--- src/rtl/wwml_pkg.sv ---
// shared constants and item type for the weighted window block
package wwml_pkg;

  localparam int MAX_ROW_LEN = 32;
  localparam int POS_W = $clog2(MAX_ROW_LEN);
  localparam int LEN_W = 6;
  localparam int COST_W = 16;
  localparam int QUEUE_DEPTH = 2;
  localparam int QPTR_W = $clog2(QUEUE_DEPTH);
  localparam int QCNT_W = $clog2(QUEUE_DEPTH + 1);

  localparam logic [COST_W-1:0] COST_NONE = 16'hFFFF;
  localparam logic [COST_W-1:0] THRESHOLD_RESET = 16'd256;

  localparam logic [7:0] SYM_A = 8'h41;
  localparam logic [7:0] SYM_C = 8'h43;
  localparam logic [7:0] SYM_G = 8'h47;
  localparam logic [7:0] SYM_T = 8'h54;

  typedef struct packed {
    logic [POS_W-1:0]  pos;
    logic [COST_W-1:0] cost;
    logic              rejected;
    logic              row_end;
  } item_t;

endpackage

--- src/rtl/wwml_front.sv ---
// front end: accepts items, picks the letter cost and tracks the row position
module wwml_front (
  input  logic                  clk,
  input  logic                  rst,
  input  logic                  in_valid,
  output logic                  in_stall,
  input  logic [7:0]            symbol,
  input  logic [15:0]           cost_a,
  input  logic [15:0]           cost_c,
  input  logic [15:0]           cost_g,
  input  logic [15:0]           cost_t,
  input  logic                  last_in_row,
  input  logic                  q_full,
  output logic                  q_push,
  output wwml_pkg::item_t       q_item
);
  import wwml_pkg::*;

  logic [POS_W-1:0]  row_position;
  logic [COST_W-1:0] cost;
  logic              row_end;

  always_comb begin
    case (symbol)
      SYM_A:   cost = cost_a;
      SYM_C:   cost = cost_c;
      SYM_G:   cost = cost_g;
      SYM_T:   cost = cost_t;
      default: cost = COST_NONE;
    endcase
  end

  assign row_end  = last_in_row || (row_position == POS_W'(MAX_ROW_LEN - 1));
  assign in_stall = q_full;
  assign q_push   = in_valid && !q_full;

  assign q_item.pos      = row_position;
  assign q_item.cost     = cost;
  assign q_item.rejected = (cost == COST_NONE);
  assign q_item.row_end  = row_end;

  always_ff @(posedge clk) begin
    if (rst) begin
      row_position <= '0;
    end else if (q_push) begin
      if (row_end) begin
        row_position <= '0;
      end else begin
        row_position <= row_position + POS_W'(1);
      end
    end
  end

endmodule

--- src/rtl/wwml_queue.sv ---
// short item queue between the front end and the window engine
module wwml_queue (
  input  logic            clk,
  input  logic            rst,
  input  logic            push,
  input  wwml_pkg::item_t push_item,
  output logic            full,
  input  logic            pop,
  output logic            nonempty,
  output wwml_pkg::item_t pop_item
);
  import wwml_pkg::*;

  item_t              entries [QUEUE_DEPTH];
  logic [QPTR_W-1:0]  wr_ptr;
  logic [QPTR_W-1:0]  rd_ptr;
  logic [QCNT_W-1:0]  count;

  assign full     = (count == QCNT_W'(QUEUE_DEPTH));
  assign nonempty = (count != '0);
  assign pop_item = entries[rd_ptr];

  always_ff @(posedge clk) begin
    if (push) begin
      entries[wr_ptr] <= push_item;
    end
  end

  always_ff @(posedge clk) begin
    if (rst) begin
      wr_ptr <= '0;
      rd_ptr <= '0;
      count  <= '0;
    end else begin
      if (push) begin
        wr_ptr <= (wr_ptr == QPTR_W'(QUEUE_DEPTH - 1)) ? '0 : wr_ptr + QPTR_W'(1);
      end
      if (pop) begin
        rd_ptr <= (rd_ptr == QPTR_W'(QUEUE_DEPTH - 1)) ? '0 : rd_ptr + QPTR_W'(1);
      end
      if (push && !pop) begin
        count <= count + QCNT_W'(1);
      end else if (pop && !push) begin
        count <= count - QCNT_W'(1);
      end
    end
  end

endmodule

--- src/rtl/wwml_back.sv ---
// window engine: extend, drop, reject and row flush, with the output register
module wwml_back (
  input  logic                clk,
  input  logic                rst,
  input  logic [15:0]         threshold,
  input  logic                q_nonempty,
  input  wwml_pkg::item_t     q_item,
  output logic                q_pop,
  output logic                out_valid,
  input  logic                out_stall,
  output logic [5:0]          window_length,
  output logic                last_of_run
);
  import wwml_pkg::*;

  typedef enum logic [2:0] {
    S_IDLE,
    S_RUN,
    S_ZERO2,
    S_FLUSH,
    S_SEP
  } state_t;

  state_t            state;
  item_t             cur;
  logic [COST_W-1:0] cost_ring [MAX_ROW_LEN];
  logic [COST_W-1:0] window_cost;
  logic [LEN_W-1:0]  window_len;
  logic [POS_W-1:0]  window_start;

  logic              emit_ok;
  logic              result_load;
  logic [COST_W:0]   cost_sum;
  logic              fits;
  logic [LEN_W-1:0]  len_inc;
  logic [LEN_W-1:0]  len_dec;
  logic              ring_we;

  assign emit_ok     = !out_valid || !out_stall;
  assign result_load = emit_ok && (state inside {S_RUN, S_ZERO2, S_FLUSH, S_SEP});
  assign cost_sum    = {1'b0, window_cost} + {1'b0, cur.cost};
  assign fits        = !cur.rejected && (cost_sum <= {1'b0, threshold});
  assign len_inc     = window_len + LEN_W'(1);
  assign len_dec     = window_len - LEN_W'(1);
  assign q_pop       = (state == S_IDLE) && q_nonempty;
  assign ring_we     = (state == S_RUN) && emit_ok && fits;

  always_ff @(posedge clk) begin
    if (ring_we) begin
      cost_ring[cur.pos] <= cur.cost;
    end
  end

  always_ff @(posedge clk) begin
    if (q_pop) begin
      cur <= q_item;
    end
  end

  always_ff @(posedge clk) begin
    if (rst) begin
      state         <= S_IDLE;
      window_cost   <= '0;
      window_len    <= '0;
      window_start  <= '0;
      out_valid     <= 1'b0;
      window_length <= '0;
      last_of_run   <= 1'b0;
    end else begin
      if (result_load) begin
        out_valid <= 1'b1;
      end else if (!out_stall) begin
        out_valid <= 1'b0;
      end
      case (state)
        S_IDLE: begin
          if (q_nonempty) begin
            state <= S_RUN;
          end
        end
        S_RUN: begin
          if (emit_ok) begin
            if (fits) begin
              window_cost   <= cost_sum[COST_W-1:0];
              window_len    <= len_inc;
              window_length <= len_inc;
              last_of_run   <= !cur.row_end;
              if (!cur.row_end) begin
                state <= S_IDLE;
              end else if (len_inc > LEN_W'(1)) begin
                state <= S_FLUSH;
              end else begin
                state <= S_SEP;
              end
            end else if (window_len == '0) begin
              window_length <= '0;
              last_of_run   <= 1'b0;
              window_start  <= cur.pos + POS_W'(1);
              window_cost   <= '0;
              state         <= S_ZERO2;
            end else begin
              window_cost   <= window_cost - cost_ring[window_start];
              window_start  <= window_start + POS_W'(1);
              window_len    <= len_dec;
              window_length <= len_dec;
              last_of_run   <= 1'b0;
            end
          end
        end
        S_ZERO2: begin
          if (emit_ok) begin
            window_length <= '0;
            last_of_run   <= !cur.row_end;
            state         <= cur.row_end ? S_SEP : S_IDLE;
          end
        end
        S_FLUSH: begin
          if (emit_ok) begin
            window_len    <= len_dec;
            window_length <= len_dec;
            last_of_run   <= 1'b0;
            if (len_dec <= LEN_W'(1)) begin
              state <= S_SEP;
            end
          end
        end
        S_SEP: begin
          if (emit_ok) begin
            window_length <= '0;
            last_of_run   <= 1'b1;
            window_cost   <= '0;
            window_len    <= '0;
            window_start  <= '0;
            state         <= S_IDLE;
          end
        end
        default: begin
          state <= S_IDLE;
        end
      endcase
    end
  end

`ifndef ASSERT_OFF
  a_pop_starts_run: assert property (@(posedge clk) disable iff (rst)
    q_pop |=> (state == S_RUN))
    else $error("popped item did not start evaluation");

  a_flush_nonempty: assert property (@(posedge clk) disable iff (rst)
    (state == S_FLUSH) |-> (window_len > LEN_W'(1)))
    else $error("flush entered with window of length one or less");

  a_empty_no_cost: assert property (@(posedge clk) disable iff (rst)
    (window_len == '0) |-> (window_cost == '0))
    else $error("empty window carries nonzero cost");

  a_sep_clears: assert property (@(posedge clk) disable iff (rst)
    ((state == S_SEP) && emit_ok) |=> ((window_len == '0) && (state == S_IDLE)))
    else $error("row separator did not clear the window");

  a_len_bound: assert property (@(posedge clk) disable iff (rst)
    window_len <= LEN_W'(MAX_ROW_LEN))
    else $error("window longer than a row");
`endif

endmodule

--- src/rtl/weighted_window_maximal_lengths.sv ---
// top level: threshold register, front end, item queue and window engine
// an item's first result is registered in S_RUN, after the queue and the pop in S_IDLE
// the engine takes the next item after the last one's results; the queue holds up to two
// each drop, zero or flush result is a separate load of the engine's output register
// reset clears the window, row position, queue and output; threshold returns to 256
// the cost ring is not cleared; only entries inside the window are read
module weighted_window_maximal_lengths (
  input  logic        clk,
  input  logic        rst,
  input  logic        threshold_cost_write,
  input  logic [15:0] threshold_cost,
  input  logic        in_valid,
  output logic        in_stall,
  input  logic [7:0]  symbol,
  input  logic [15:0] cost_a,
  input  logic [15:0] cost_c,
  input  logic [15:0] cost_g,
  input  logic [15:0] cost_t,
  input  logic        last_in_row,
  output logic        out_valid,
  input  logic        out_stall,
  output logic [5:0]  window_length,
  output logic        last_of_run
);
  import wwml_pkg::*;

  logic [COST_W-1:0] threshold;
  logic              q_full;
  logic              q_push;
  item_t             push_item;
  logic              q_pop;
  logic              q_nonempty;
  item_t             pop_item;

  always_ff @(posedge clk) begin
    if (rst) begin
      threshold <= THRESHOLD_RESET;
    end else if (threshold_cost_write) begin
      threshold <= threshold_cost;
    end
  end

  wwml_front u_front (
    .clk         (clk),
    .rst         (rst),
    .in_valid    (in_valid),
    .in_stall    (in_stall),
    .symbol      (symbol),
    .cost_a      (cost_a),
    .cost_c      (cost_c),
    .cost_g      (cost_g),
    .cost_t      (cost_t),
    .last_in_row (last_in_row),
    .q_full      (q_full),
    .q_push      (q_push),
    .q_item      (push_item)
  );

  wwml_queue u_queue (
    .clk       (clk),
    .rst       (rst),
    .push      (q_push),
    .push_item (push_item),
    .full      (q_full),
    .pop       (q_pop),
    .nonempty  (q_nonempty),
    .pop_item  (pop_item)
  );

  wwml_back u_back (
    .clk           (clk),
    .rst           (rst),
    .threshold     (threshold),
    .q_nonempty    (q_nonempty),
    .q_item        (pop_item),
    .q_pop         (q_pop),
    .out_valid     (out_valid),
    .out_stall     (out_stall),
    .window_length (window_length),
    .last_of_run   (last_of_run)
  );

endmodule

--- config.mk ---
export PLATFORM = sky130hd
export DESIGN_NAME = weighted_window_maximal_lengths
export DESIGN_NICKNAME = d
export VERILOG_FILES = /design/src/rtl/wwml_pkg.sv /design/src/rtl/wwml_front.sv /design/src/rtl/wwml_queue.sv /design/src/rtl/wwml_back.sv /design/src/rtl/weighted_window_maximal_lengths.sv
export SDC_FILE = /design/constraint.sdc
export NUM_CORES = 1
export LEC_CHECK = 0
export ABC_CLOCK_PERIOD_IN_PS = 17950
export BUFFER_PORTS_ARGS = -buffer_cell sky130_fd_sc_hd__clkbuf_2
export CAP_MARGIN = 20
export CORE_ASPECT_RATIO = 1.1
export CORE_MARGIN = 10
export CORE_UTILIZATION = 40
export CTS_BUF_LIST = sky130_fd_sc_hd__clkbuf_4 sky130_fd_sc_hd__clkbuf_8
export CTS_CLUSTER_DIAMETER = 40
export DETAILED_ROUTE_END_ITERATION = 10
export HOLD_SLACK_MARGIN = 0.08
export PLACE_DENSITY = 0.66
export SLEW_MARGIN = 25
export SYNTH_ARGS = -nofsm -noshare
export SYNTH_HDL_FRONTEND = slang
export SYNTH_SLANG_ARGS = --single-unit
--- constraint.sdc ---
create_clock -name clk -period 17.95 [get_ports clk]
set_clock_uncertainty 0.1 [all_clocks]
set_input_delay 3.59 -clock clk [delete_from_list [all_inputs] [get_ports clk]]
set_output_delay 3.59 -clock clk [all_outputs]
set_load 0.05 [all_outputs]
-- Yosys cells after proc, flatten, opt, wreduce, memory -nomap -nowiden
Memory sizes are Yosys's and may differ from the RTL's. A register that Yosys moved wholly into a read port is not among the register bits.
Index checks and enable logic that the tools add are counted.
- memory bits (writable): 558
- output and inout bits: 9
- memories kept: 2
- word-level logic and storage cells: 134
- register bits after elaboration: 63
- bits of input ports: 94
- memories (name ; depth ; bits a word ; rd ports ; clocked after Yosys merged registers in ; wr ports ; line ; RTL):
    u_back.cost_ring ; 32 ; 16 ; 1 ; 1 ; 1 ; wwml_back.sv:26 ; logic [COST_W-1:0] cost_ring [MAX_ROW_LEN];
    u_queue.entries ; 2 ; 23 ; 1 ; 1 ; 1 ; wwml_queue.sv:14 ; item_t entries [QUEUE_DEPTH];
- multiplexer cells: 52
- $lt $le $gt $ge: 3
- equality and inequality tests: 22
- $add $sub $neg: 11
- reduce and logical (&&, ||, !) cells: 32
- operators by type and width (operator ; number):
    16-bit two-way mux ; 4
    16-bit case mux with 4 select lines ; 1
    6-bit two-way mux ; 8
    6-bit case mux with 3 select lines ; 2
    5-bit two-way mux ; 7
    3-bit two-way mux ; 11
    8-bit by 7-bit == test with 1-bit output, second input constant ; 4
    16-bit case mux with 2 select lines ; 1
    16-bit by 16-bit adder with 17-bit output ; 1
    17-bit by 16-bit less-or-equal comparator with 1-bit output ; 1
    16-bit == test, second input constant ; 1
    16-bit subtractor ; 1
    5-bit by 1-bit adder with 5-bit output, second input constant ; 3
    3-bit case mux with 5 select lines ; 1
    2-bit by 1-bit != test with 1-bit output, second input constant ; 7
    1-bit two-way mux ; 13
    5-bit case mux with 2 select lines ; 1
    5-bit AND reduction ; 2
    1-bit logical AND ; 8
    4-bit AND reduction ; 2
    1-bit zero test ; 7
    7-bit AND reduction ; 1
    6-bit by 1-bit adder with 6-bit output, second input constant ; 1
    3-bit by 2-bit == test with 1-bit output, second input constant ; 2
    other kinds (22) ; 30

-- Longest topological paths before layout
Gate-level depths: netlist of run 1.
- depth in word-level cells: 8
- mapped depth: 20
- gate-level depth less buffers: 18

-- Cells and area by module
A second synthesis of run 1 with hierarchy kept.
- cell total of the unflattened synthesis: 1610
- area total of the unflattened synthesis: 27641.5 µm²
- by module, submodules not included (module ; times used ; area an instance (µm²) ; cells each ; sequential area each (µm²)):
    wwml_back ; 1 ; 24307.1 ; 1340 ; 16926.2
    wwml_queue ; 1 ; 1865.5 ; 93 ; 1481.4
    wwml_front ; 1 ; 887.1 ; 125 ; 100.1
    weighted_window_maximal_lengths ; 1 ; 581.8 ; 52 ; 320.3

-- Least setup slack after synthesis of run 1
Ideal clock, no wire load.
- path kind: input to register
- start point: in out_stall
- end point: mem u_back.cost_ring[10][0] (enable)
- data required time: 17.462 ns
- setup slack: 11.986 ns
- setup time: 0.388 ns
- cell stages on the path: 5
- arrival time: 5.475 ns
- buffers on the path: 0
- cells stage by stage: nand2_1 > o21ai_1 > nor2_1 > nand4b_2 > nor2_1
- cells in the longest elaborated chain, start to end: 6
- RTL lines (item ; line ; RTL):
    start: declaration ; weighted_window_maximal_lengths.sv:21 ; input logic out_stall,
    1-bit zero test ; wwml_back.sv:39 ; assign emit_ok = !out_valid || !out_stall;
    1-bit logical OR ; wwml_back.sv:39 ;
    1-bit logical AND (2 in a row) ; wwml_back.sv:46 ; assign ring_we = (state == S_RUN) && emit_ok && fits;
    1-bit two-way mux ; wwml_back.sv:49 ; if (ring_we) begin
    1-bit two-way mux (implied by the code) ; wwml_back.sv:50 ; cost_ring[cur.pos] <= cur.cost;
    end: declaration ; wwml_back.sv:26 ;
Every way passes these cells.

-- Worst setup path in the final report of run 1
- start point: reg, netlist name u_back.cur[3]
- end point: mem u_back.cost_ring[4][11] (enable)
- cells in the longest elaborated chain, start to end: 6
- RTL lines (item ; line ; RTL):
    16-bit by 16-bit adder with 17-bit output ; wwml_back.sv:41 ; assign cost_sum = {1'b0, window_cost} + {1'b0, cur.cost};
    17-bit by 16-bit less-or-equal comparator with 1-bit output ; wwml_back.sv:42 ; assign fits = !cur.rejected && (cost_sum <= {1'b0, threshold});
    1-bit logical AND ; wwml_back.sv:42 ;
    1-bit logical AND ; wwml_back.sv:46 ;
    1-bit two-way mux ; wwml_back.sv:49 ;
    1-bit two-way mux (implied by the code) ; wwml_back.sv:50 ;
Every way passes these cells.

==> results of run 1 <==
==> registers in the layout, summed over array words and instances, names as in the netlist, named ones only <==
signal / flops
u_back.cost_ring: 512
u_queue.entries: 46
u_back.cur: 23
threshold: 16
u_back.window_cost: 16
u_back.window_len: 6
u_back.window_length: 6
u_back.window_start: 5
u_front.row_position: 5
u_back.state: 3
u_queue.count: 2
u_back.last_of_run: 1
u_back.out_valid: 1
u_queue.rd_ptr: 1
u_queue.wr_ptr: 1
==> routing by layer <==
metal / GRT usage [%] / vias up
li1: - / 6891
met2: 27.6 / 590
met5: 0 / -
met1: 20.3 / 7897
met4: 6.11 / 0
met3: 3.62 / 105
==> cell usage in the layout (no fill, tap or decap), types with 32 or more instances in the layout <==
cell	n
edfxtp_1	581
mux4_2	160
clkbuf_8	105
clkbuf_2	102
nor2_1	80
nand2_1	72
dfxtp_1	63
ha_1	56
a21oi_1	55
o21ai_0	52
mux2i_1	50
inv_1	38
nand3_1	37
buf_4	32
==> worst min path at each step <==
stage                                 startpoint  cells past startpoint  slack [ns]  endpoint
after floorplan           u_back.window_start[0]                      2        0.35      flop
after global placement    u_back.window_start[0]                      2        0.35      flop
after detailed placement  u_back.window_start[0]                      2        0.36      flop
after CTS                 u_back.window_start[0]                      2        0.36      flop
after global routing      u_back.window_start[0]                      2        0.40      flop
final                     u_back.window_start[0]                      2        0.35      flop
==> layout make-up <==
type	count	share of cell area (%)
sequential	649	59.2
multi-input combinational	853	27.1
clock buffer	128	5.09
tap	927	3.65
timing repair buffer	143	2.80
clock inverter	63	1.61
inverter	40	0.473
antenna	2	0.0158
==> report_power, final <==
group	total (W)	internal (W)	switching, W
clock network	0.00129	0.000702	0.000590
registers	0.00191	0.00177	0.000139
logic	0.00205	0.000848	0.00120
total	0.00525	0.00332	0.00193
==> cell families (layout without fill, tap and decap cells) <==
kind of cell / Yosys count / in the layout / share of synthesized area, %
flip-flops: 649 / 649 / 67.6
AND/OR/NAND/NOR: 296 / 296 / 5.31
multiplexers: 236 / 236 / 15.8
AO/OA/AOI/OAI: 225 / 225 / 5.58
buffers and inverters: 122 / 374 / 1.85
adder cells (fa/ha/maj): 58 / 58 / 2.66
XOR/XNOR: 38 / 38 / 1.20
other: 0 / 2 / 0
==> stage by stage <==
stage	utilization, %	cell area [um2]
after floorplan	-	27800
after global placement	42.7	29400
after detailed placement	42.7	29500
after CTS	45.8	31600
after global routing	46.0	31800
final	46.0	31800
==> worst max-delay path, stage by stage, from the launching register on <==
cell      delay [ns]
edfxtp_1        0.97
ha_1            0.41
a211oi_1        0.26
nor2_1          0.14
a2111o_1        0.41
a41oi_1         0.44
nor4b_1         0.10
or3b_1          0.39
ha_1            0.33
nand2_1         0.06
or4_4           0.49
nor4_4          0.22
a21oi_2         0.08
nor2_2          0.60
nand2_2         0.43
or4_1           0.85
nor2_2          0.92
==> out/summary.txt, run 1 <==
Top_reg_cell synth - edfxtp_1
Pleak - 10.2 nW
Die area - 80500 um2
Port Buf Inserts - 102
Reg2reg setup slack - 10.32 ns
Most common cell in the netlist - edfxtp_1
Syn-to-layout area delta - 14.1%
Final period utilization - 42.5%
Dominant cells by area after synthesis - edfxtp_1 63%, mux4_2 13%, dfxtp_1 4.9%
Critical path arrival - 7.86 ns
Final setup vio count - 0
Top cells by instance count after synthesis - 581 x edfxtp_1, 160 x mux4_2, 90 x nor2_1, 72 x nand2_1, 68 x dfxtp_1
DR WL met3 - 4670 um
DR pass1 iterations - 5
Root buf cell - clkbuf_8
Gr usage total - 16.3%
Final worst setup slack - 10.32 ns
Setup TNS - 0 ns
Fillcell total - 5978
Critical path origin - u_back.cur[3]
Nets - 1941
CTS tree - yes
Crit path launch type - flop
Pre-CTS setup slack - 10.33 ns
WL met2 - 33400 um
Total gr overflow - 0
Non-Filler Instances - 2805
Slew Viols, Final - 0
Largest area contributor in the netlist - edfxtp_1
Vias in the first global route - 16000
CTS buffer count - 102
Yosys top cell area share - 62.7%
First-pass GRT wire length - 99400 um
RR Endpoint - u_back.cost_ring[4][11]
Largest net degree at the start of global routing - 104
Asr flop ratio synth - 0%
YS warnings - 0
Chip width - 271 um
Mean Syn Cell Area - 17.1 um2
Crit path capture type - flop
Post-route antenna net violation count - 0
CP endpoint - u_back.cost_ring[4][11]
Unique cell type count in the Yosys netlist - 86
Worst-Margin Slew - 1.14 ns
CP max FO - 34
Sink Count - 649
Hold Path Class - flop to flop
Initial Utilization - 40.3%
Drt total wl - 66200 um
Max cap viols - 0
Cts hold-fix bufs - 0
Post-synthesis register bit count - 649
Worst reg2reg path startpoint - u_back.cur[3]
Worst-Skew Late Latency - 0.72 ns
Sequential area share after synthesis - 67.6%
Critical path class - flop to flop
RSZ-0062 raised after global routing - false
Vias - 15500
Multi-input gate area - 8610 um2
Post-cts resize count - 0
Met1 WL - 26300 um
Worst Path Required - 18.17 ns
Syn_nets - 1776
EDFF count, synth - 581
Clk slew on worst S/H paths - 0.06 ns
GP Congestion - 0.864
Reg area - 18800 um2
Drt wl/cell - 23.6 um
Die H - 297 um
Detail Placement HPWL - 42800 um
Power Density - 165 nW/um2
H-tree depth - 3
Num ports - 103
Fmax - 131 MHz
Final hold vios - 0
Initial antenna violation count - 1
Worst relative slew slack - 23.8%
Post-Synthesis Cells - 1624
Tot Pwr - 0.00525 W
Vias per inst - 5.52
Highest Signal Layer - met4
Cells on worst reg2reg path - 16
Core Footprint - 69000 um2
Residual DRC - 0
Initial drt markers - 1357
Worst Hold Slack - 0.349 ns
Period minus WS final - 7.63 ns
Post-CTS Setup Repair Bufs - 0
Maximum VDD drop - 0.129 mV
Fraction of layout cells with a size suffix above 1 - 29.2%
CTS max path bufs - 3
Cells after DPL - 2606
Outcome - finished, final reports clean
Mapped cell area - 27800 um2
Row count - 101
Power figures use the tool's default switching activity.
==> run 2, diff against run 1 <==
--- a/config.mk
+++ b/config.mk
@@ -5,7 +5,7 @@
 export SDC_FILE = /design/constraint.sdc
 export NUM_CORES = 1
 export LEC_CHECK = 0
-export ABC_CLOCK_PERIOD_IN_PS = 17950
+export ABC_CLOCK_PERIOD_IN_PS = 6640
 export BUFFER_PORTS_ARGS = -buffer_cell sky130_fd_sc_hd__clkbuf_2
 export CAP_MARGIN = 20
 export CORE_ASPECT_RATIO = 1.1
@@ -15,7 +15,7 @@
 export CTS_CLUSTER_DIAMETER = 40
 export DETAILED_ROUTE_END_ITERATION = 10
 export HOLD_SLACK_MARGIN = 0.08
-export PLACE_DENSITY = 0.66
+export PLACE_DENSITY = 0.68
 export SLEW_MARGIN = 25
 export SYNTH_ARGS = -nofsm -noshare
 export SYNTH_HDL_FRONTEND = slang
==> constraint.sdc (replaced) <==
create_clock -name clk -period 6.64 [get_ports clk]
set_clock_uncertainty 0.1 [all_clocks]
set_input_delay 1.328 -clock clk [delete_from_list [all_inputs] [get_ports clk]]
set_output_delay 1.328 -clock clk [all_outputs]
set_load 0.05 [all_outputs]
==> run 2 against run 1 <==
Combinational power grew to 2.8 times the previous value. Core utilization is 0.071 points higher. Critical path depth up 2. Largest cell class unchanged. Critical path type unchanged. Register-to-register slack got worse by 9.6 ns.
==> out/summary.txt, run 2 (synthesis gave the netlist of run 1 again) <==
Final period utilization - 89.8% (+47 points)
Max reg flops - 512 (unchanged)
Worst Hold Slack - 0.366 ns (+0.0164 ns)
Non-Filler Instances - 2835 (+1.1%)
GP Congestion - 0.914 (+5.8%)
Hold Path Class - flop to flop
Syn-to-layout area delta - 14.3%
Final hold vios - 0 (unchanged)
Biggest register - u_back.cost_ring
Clk slew on worst S/H paths - 0.06 ns (about the same)
Seq pwr share - 36.6% (+0.2 points)
Worst reg2reg path startpoint - u_back.cur[4]
Post-CTS Setup Repair Bufs - 0 (unchanged)
Critical path origin - u_back.cur[4]
Fraction of layout cells with a size suffix above 1 - 30.1% (+0.89 points)
Pre-CTS setup slack - 0.783 ns (-9.55 ns)
Commonest non-fill, non-tap cells in the layout - 581 x edfxtp_1, 160 x mux4_2, 105 x clkbuf_8
Post-route antenna net violation count - 0 (unchanged)
CP endpoint - u_back.cost_ring[15][5]
Initial antenna violation count - 1 (unchanged)
Root buf cell - clkbuf_8
Row count - 101 (unchanged)
Sink Count - 649 (unchanged)
Power Density - 447 nW/um2 (+170%)
Period minus WS final - 5.97 ns (-1.67 ns)
CTS max path bufs - 3 (unchanged)
Vias per inst - 5.53 (+0.26%)
Final worst setup slack - 0.674 ns (-9.64 ns)
Fillcell total - 5840 (-2.3%)
Drt total wl - 68500 um (+3.5%)
RSZ-0062 raised after global routing - false
Combinational fraction of design power - 40.4% (+1.4 points)
Multi-input gate area - 8540 um2 (-0.81%)
Die area - 80500 um2 (unchanged)
Post-cts resize count - 0 (unchanged)
Initial Utilization - 40.3% (unchanged)
Worst-Margin Slew - 0.997 ns (-0.142 ns)
Switching power - 0.00534 W (+180%)
H-tree depth - 3 (unchanged)
Port Buf Inserts - 102 (unchanged)
CP max FO - 33 (-2.9%)
Gr usage total - 16.8% (+0.50 points)
Chip width - 271 um (unchanged)
Vias - 15700 (+1.3%)
Clock power share - 23.0% (-1.6 points)
CTS buffer count - 98 (-3.9%)
Pleak - 10.3 nW (+1.2%)
Die H - 297 um (unchanged)
Slew Viols, Final - 0 (unchanged)
Detail Placement HPWL - 46200 um (+8.0%)
Setup TNS - 0 ns (unchanged)
Max cap viols - 0 (unchanged)
Reg area - 18800 um2 (unchanged)
Critical path class - flop to flop
Reg2reg setup slack - 0.67 ns (-9.64 ns)
Crit path launch type - flop
Largest net degree at the start of global routing - 57 (-45%)
Total gr overflow - 0 (unchanged)
Nets - 1980 (+2.0%)
Drt wl/cell - 24.2 um (+2.4%)
Net Sw Frac - 37.6% (+0.85 points)
First-pass GRT wire length - 102000 um (+2.2%)
Cells after DPL - 2655 (+1.9%)
DR pass1 iterations - 7 (+2)
Design Area, Final - 31800 um2 (+0.15%)
Fmax - 168 MHz (+28%)
Core Footprint - 69000 um2 (unchanged)
Cts hold-fix bufs - 0 (unchanged)
P_int - 0.00887 W (+170%)
Worst relative slew slack - 33.4% (+9.7 points)
Worst-Skew Late Latency - 0.72 ns (about the same)
Commonest non-fill, non-tap cell in the layout - edfxtp_1
Vias in the first global route - 16000 (+0.33%)
Worst Path Required - 6.91 ns (-11.26 ns)
Placed Area - 29800 um2 (+1.2%)
Crit path capture type - flop
Cells on worst reg2reg path - 18 (+2)
Outcome - finished, final reports clean
Residual DRC - 0 (unchanged)
Num ports - 103 (unchanged)
RR Endpoint - u_back.cost_ring[15][5]
Critical path arrival - 6.24 ns (-1.62 ns)
Regs by FF count - u_back.cost_ring (512), u_queue.entries (46), u_back.cur (23)
Final setup vio count - 0 (unchanged)
Maximum VDD drop - 0.244 mV (+90%)
CTS tree - yes
Initial drt markers - 1525 (+12%)
==> run 2: cell types whose count changed in the layout (fill, tap and decap cells not counted), sizes merged <==
cell / before / now
inv: 44 / 43
buf: 41 / 84
bufinv: 7 / 3
diode: 2 / 1
clkbuf: 230 / 226
clkinv: 48 / 47
clkinvlp: 4 / 2
==> run 2: stage by stage <==
step	util, %	total power, W
final	46.1	0.0142
after global routing	46.1	0.0149
after CTS	46.1	0.0143
after detailed placement	43.2	0.0110
after global placement	43.2	0.0109
after floorplan	-	0.00918
==> run 2: worst min-delay path by stage <==
stage / cells after the start / slack (ns) / from / endpoint
2_1_floorplan: 2 / 0.35 / u_back.window_start[0] / flop
3_3_place_gp: 2 / 0.35 / u_back.window_start[0] / flop
3_5_place_dp: 2 / 0.36 / u_back.window_start[0] / flop
4_1_cts: 2 / 0.37 / u_back.window_start[0] / flop
5_1_grt: 2 / 0.40 / u_back.window_start[1] / flop
6_report: 2 / 0.37 / u_back.window_start[0] / flop
==> run 2: cell type report <==
| type | instances | share of cell area, % |
|---|---|---|
| flip-flops and latches | 649 | 59.2 |
| multi-input cells | 853 | 26.8 |
| clock buffers | 124 | 4.99 |
| repair buffers | 186 | 3.71 |
| well taps | 927 | 3.65 |
| clock inverters | 55 | 1.18 |
| inverters | 40 | 0.472 |
| diodes | 1 | 0.00787 |
==> run 2: power by group through the flow <==
stage / Clock (W) / Sequential [W] / Combinational (W)
3_3_place_gp: 0 / 0.00528 / 0.00561
6_report: 0.00327 / 0.00520 / 0.00574
4_1_cts: 0.00334 / 0.00521 / 0.00574
2_1_floorplan: 0 / 0.00509 / 0.00409
3_5_place_dp: 0 / 0.00529 / 0.00570
5_1_grt: 0.00351 / 0.00524 / 0.00617
==> run 2: layer usage <==
metal | vias up | global-route usage [%] | part of all wire [%]
met4 | 0 | 7.58 | 3.6
met1 | 7942 | 20.6 | 39
met3 | 127 | 3.99 | 8.2
met2 | 652 | 28.0 | 50
li1 | 6969 | - | -
met5 | - | 0 | 0
==> run 2: worst max-delay path, cell delays in order (launching register included) <==
cell	delay [ns]
edfxtp_1	0.32
buf_4	0.40
ha_1	0.37
o21ai_0	0.17
nor2_1	0.11
a2111o_1	0.41
a41oi_1	0.37
nor4b_1	0.09
or3b_1	0.39
ha_1	0.32
nand2_1	0.06
or4_4	0.49
nor4_4	0.21
a21oi_2	0.07
or2_4	0.38
nor2_2	0.26
nand4_2	0.48
nor2_1	0.32
buf_4	0.29
==> run 3, diff against run 2 <==
--- a/config.mk
+++ b/config.mk
@@ -6,7 +6,7 @@
 export NUM_CORES = 1
 export LEC_CHECK = 0
 export ABC_CLOCK_PERIOD_IN_PS = 6640
-export BUFFER_PORTS_ARGS = -buffer_cell sky130_fd_sc_hd__clkbuf_2
+export BUFFER_PORTS_ARGS = -buffer_cell sky130_fd_sc_hd__buf_2
 export CAP_MARGIN = 20
 export CORE_ASPECT_RATIO = 1.1
 export CORE_MARGIN = 10
==> run 3 against run 2 <==
Routed wire length up 0.97%. Via count is 1.2% higher. Register-to-register slack better by 0.34 ns. Sequential power about the same. Die area is the same. Cell area barely moved. Clock power rose by 2%. Total power is 0.40% higher. Global-route usage increased by 0.16 points. First-iteration DRC count is 4.9% higher. Worst hold slack improved by 0.0076 ns. Fmax rose by 6.0%. Critical endpoint is now u_back.cost_ring[25][12]. Highest routed layer unchanged.
==> out/summary.txt, run 3 (synthesis gave the netlist of run 1 again) <==
Outcome - finished, final reports clean
Combinational fraction of design power - 40.2% (-0.2 points)
Initial drt markers - 1599 (+4.9%)
Max cap viols - 0 (unchanged)
Hold Path Class - flop to flop
P_int - 0.00895 W (+0.93%)
Critical path class - flop to flop
Die area - 80500 um2 (unchanged)
Initial Utilization - 40.3% (unchanged)
Clk slew on worst S/H paths - 0.06 ns (about the same)
CTS max path bufs - 3 (unchanged)
Drt wl/cell - 24.4 um (+1.1%)
Worst Path Required - 6.90 ns (about the same)
RSZ-0062 raised after global routing - false
First-pass GRT wire length - 103000 um (+1.5%)
Residual DRC - 0 (unchanged)
Worst relative slew slack - 33.9% (+0.46 points)
GP Congestion - 0.913 (-0.12%)
Maximum VDD drop - 0.329 mV (+35%)
Placed Area - 29800 um2 (-0.10%)
Row count - 101 (unchanged)
Die H - 297 um (unchanged)
Final period utilization - 84.8% (-5.1 points)
CTS buffer count - 94 (-4.1%)
Gr usage total - 17.0% (+0.16 points)
Vias per inst - 5.61 (+1.4%)
Initial antenna violation count - 4 (+3)
Root buf cell - clkbuf_8
Post-route antenna net violation count - 0 (unchanged)
Slew Viols, Final - 0 (unchanged)
Clock power share - 23.4% (+0.4 points)
Fmax - 178 MHz (+6.0%)
Design Area, Final - 31800 um2 (about the same)
Crit path capture type - flop
CP max FO - 20 (-39%)
Tot Pwr - 0.0143 W (+0.40%)
Num ports - 103 (unchanged)
Post-layout util - 46.1% (about the same)
Largest net degree at the start of global routing - 57 (unchanged)
Chip width - 271 um (unchanged)
Worst-Margin Slew - 0.984 ns (-0.0131 ns)
Power Density - 449 nW/um2 (+0.41%)
Max reg flops - 512 (unchanged)
Final setup vio count - 0 (unchanged)
Switching power - 0.00532 W (-0.47%)
Vias - 15900 (+1.2%)
Sink Count - 649 (unchanged)
Fraction of layout cells with a size suffix above 1 - 30.1% (about the same)
Net Sw Frac - 37.3% (-0.33 points)
Pleak - 10.3 nW (-0.22%)
Seq pwr share - 36.4% (-0.2 points)
Critical path arrival - 5.89 ns (-0.35 ns)
Final hold vios - 0 (unchanged)
H-tree depth - 3 (unchanged)
Nets - 1975 (-0.25%)
Cts hold-fix bufs - 0 (unchanged)
Total gr overflow - 0 (unchanged)
Biggest register - u_back.cost_ring
Port Buf Inserts - 102 (unchanged)
Crit path launch type - flop
Period minus WS final - 5.63 ns (-0.338 ns)
DR pass1 iterations - 5 (-2)
Post-cts resize count - 0 (unchanged)
Commonest non-fill, non-tap cell in the layout - edfxtp_1
Worst-Skew Late Latency - 0.70 ns (-0.02 ns)
Vias in the first global route - 16400 (+2.1%)
Core Footprint - 69000 um2 (unchanged)
Post-CTS Setup Repair Bufs - 0 (unchanged)
CTS tree - yes
Detail Placement HPWL - 46400 um (+0.38%)
Setup TNS - 0 ns (unchanged)
Regs by FF count - u_back.cost_ring (512), u_queue.entries (46), u_back.cur (23)
Worst Hold Slack - 0.373 ns (+0.00763 ns)
Commonest non-fill, non-tap cells in the layout - 581 x edfxtp_1, 160 x mux4_2, 102 x buf_2
Drt total wl - 69200 um (+0.97%)
Syn-to-layout area delta - 14.3% (about the same)
==> run 3: cell types whose count changed in the layout (fill, tap and decap cells not counted), sizes merged <==
cell / delta
buf: +101
bufinv: +3
clkinvlp: +1
clkinv: -11
clkbuf: -98
==> run 3: cell type report <==
class	instances	area (um2)
antenna	1	2.50
inverter	40	150
clock buffer	128	1580
timing repair buffer	185	1150
clock inverter	48	407
tap	927	1160
sequential	649	18800
fill	5831	37200
multi-input combinational	853	8540
==> run 3: through the flow <==
stage,std cells,setup WS [ns]
6_report,2831,1.01
5_1_grt,2831,0.646
4_1_cts,2830,0.972
3_5_place_dp,2654,1.05
3_3_place_gp,2654,1.12
2_1_floorplan,1624,0.927
==> run 3: power groups by stage <==
stage / sequential, W / clock, W / combinational [W]
after floorplan: 0.00509 / 0 / 0.00409
after global placement: 0.00528 / 0 / 0.00564
after detailed placement: 0.00529 / 0 / 0.00571
after CTS: 0.00520 / 0.00340 / 0.00574
after global routing: 0.00524 / 0.00360 / 0.00616
final: 0.00520 / 0.00334 / 0.00573
==> run 3: routing by layer <==
layer	part of all wire, %	vias up	track usage, %
met5	0	-	0
met4	3.3	0	7.46
met3	6.3	125	3.07
met2	51	644	28.9
met1	39	8162	21.0
li1	-	6954	-
==> run 3: worst paths after layout <==
| path | from | endpoint | slack (ns) | cells past startpoint |
|---|---|---|---|---|
| worst max-delay path | u_back.window_cost[1] | u_back.cost_ring[25][12] | 1.01 | 17 |
| worst min-delay path | u_back.window_length[0] | u_back.window_length[0] | 0.37 | 2 |
| worst max register to register | u_back.window_cost[1] | u_back.cost_ring[25][12] | 1.01 | 17 |
| worst min register to register | u_back.window_length[0] | u_back.window_length[0] | 0.37 | 2 |
==> run 3: worst max-delay path, cell delays in order, from the launching register on <==
cell and delay [ns]:
dfxtp_1 0.43, ha_1 0.28, a211oi_1 0.21, nor2_1 0.12
a2111o_1 0.41, a41oi_1 0.37, nor4b_1 0.09, or3b_1 0.39
ha_1 0.33, nand2_1 0.07, or4_4 0.49, nor4_4 0.23
a21oi_2 0.07, or2_4 0.39, nor2_2 0.25, nand4b_2 0.35
nor2_1 0.39, buf_4 0.29
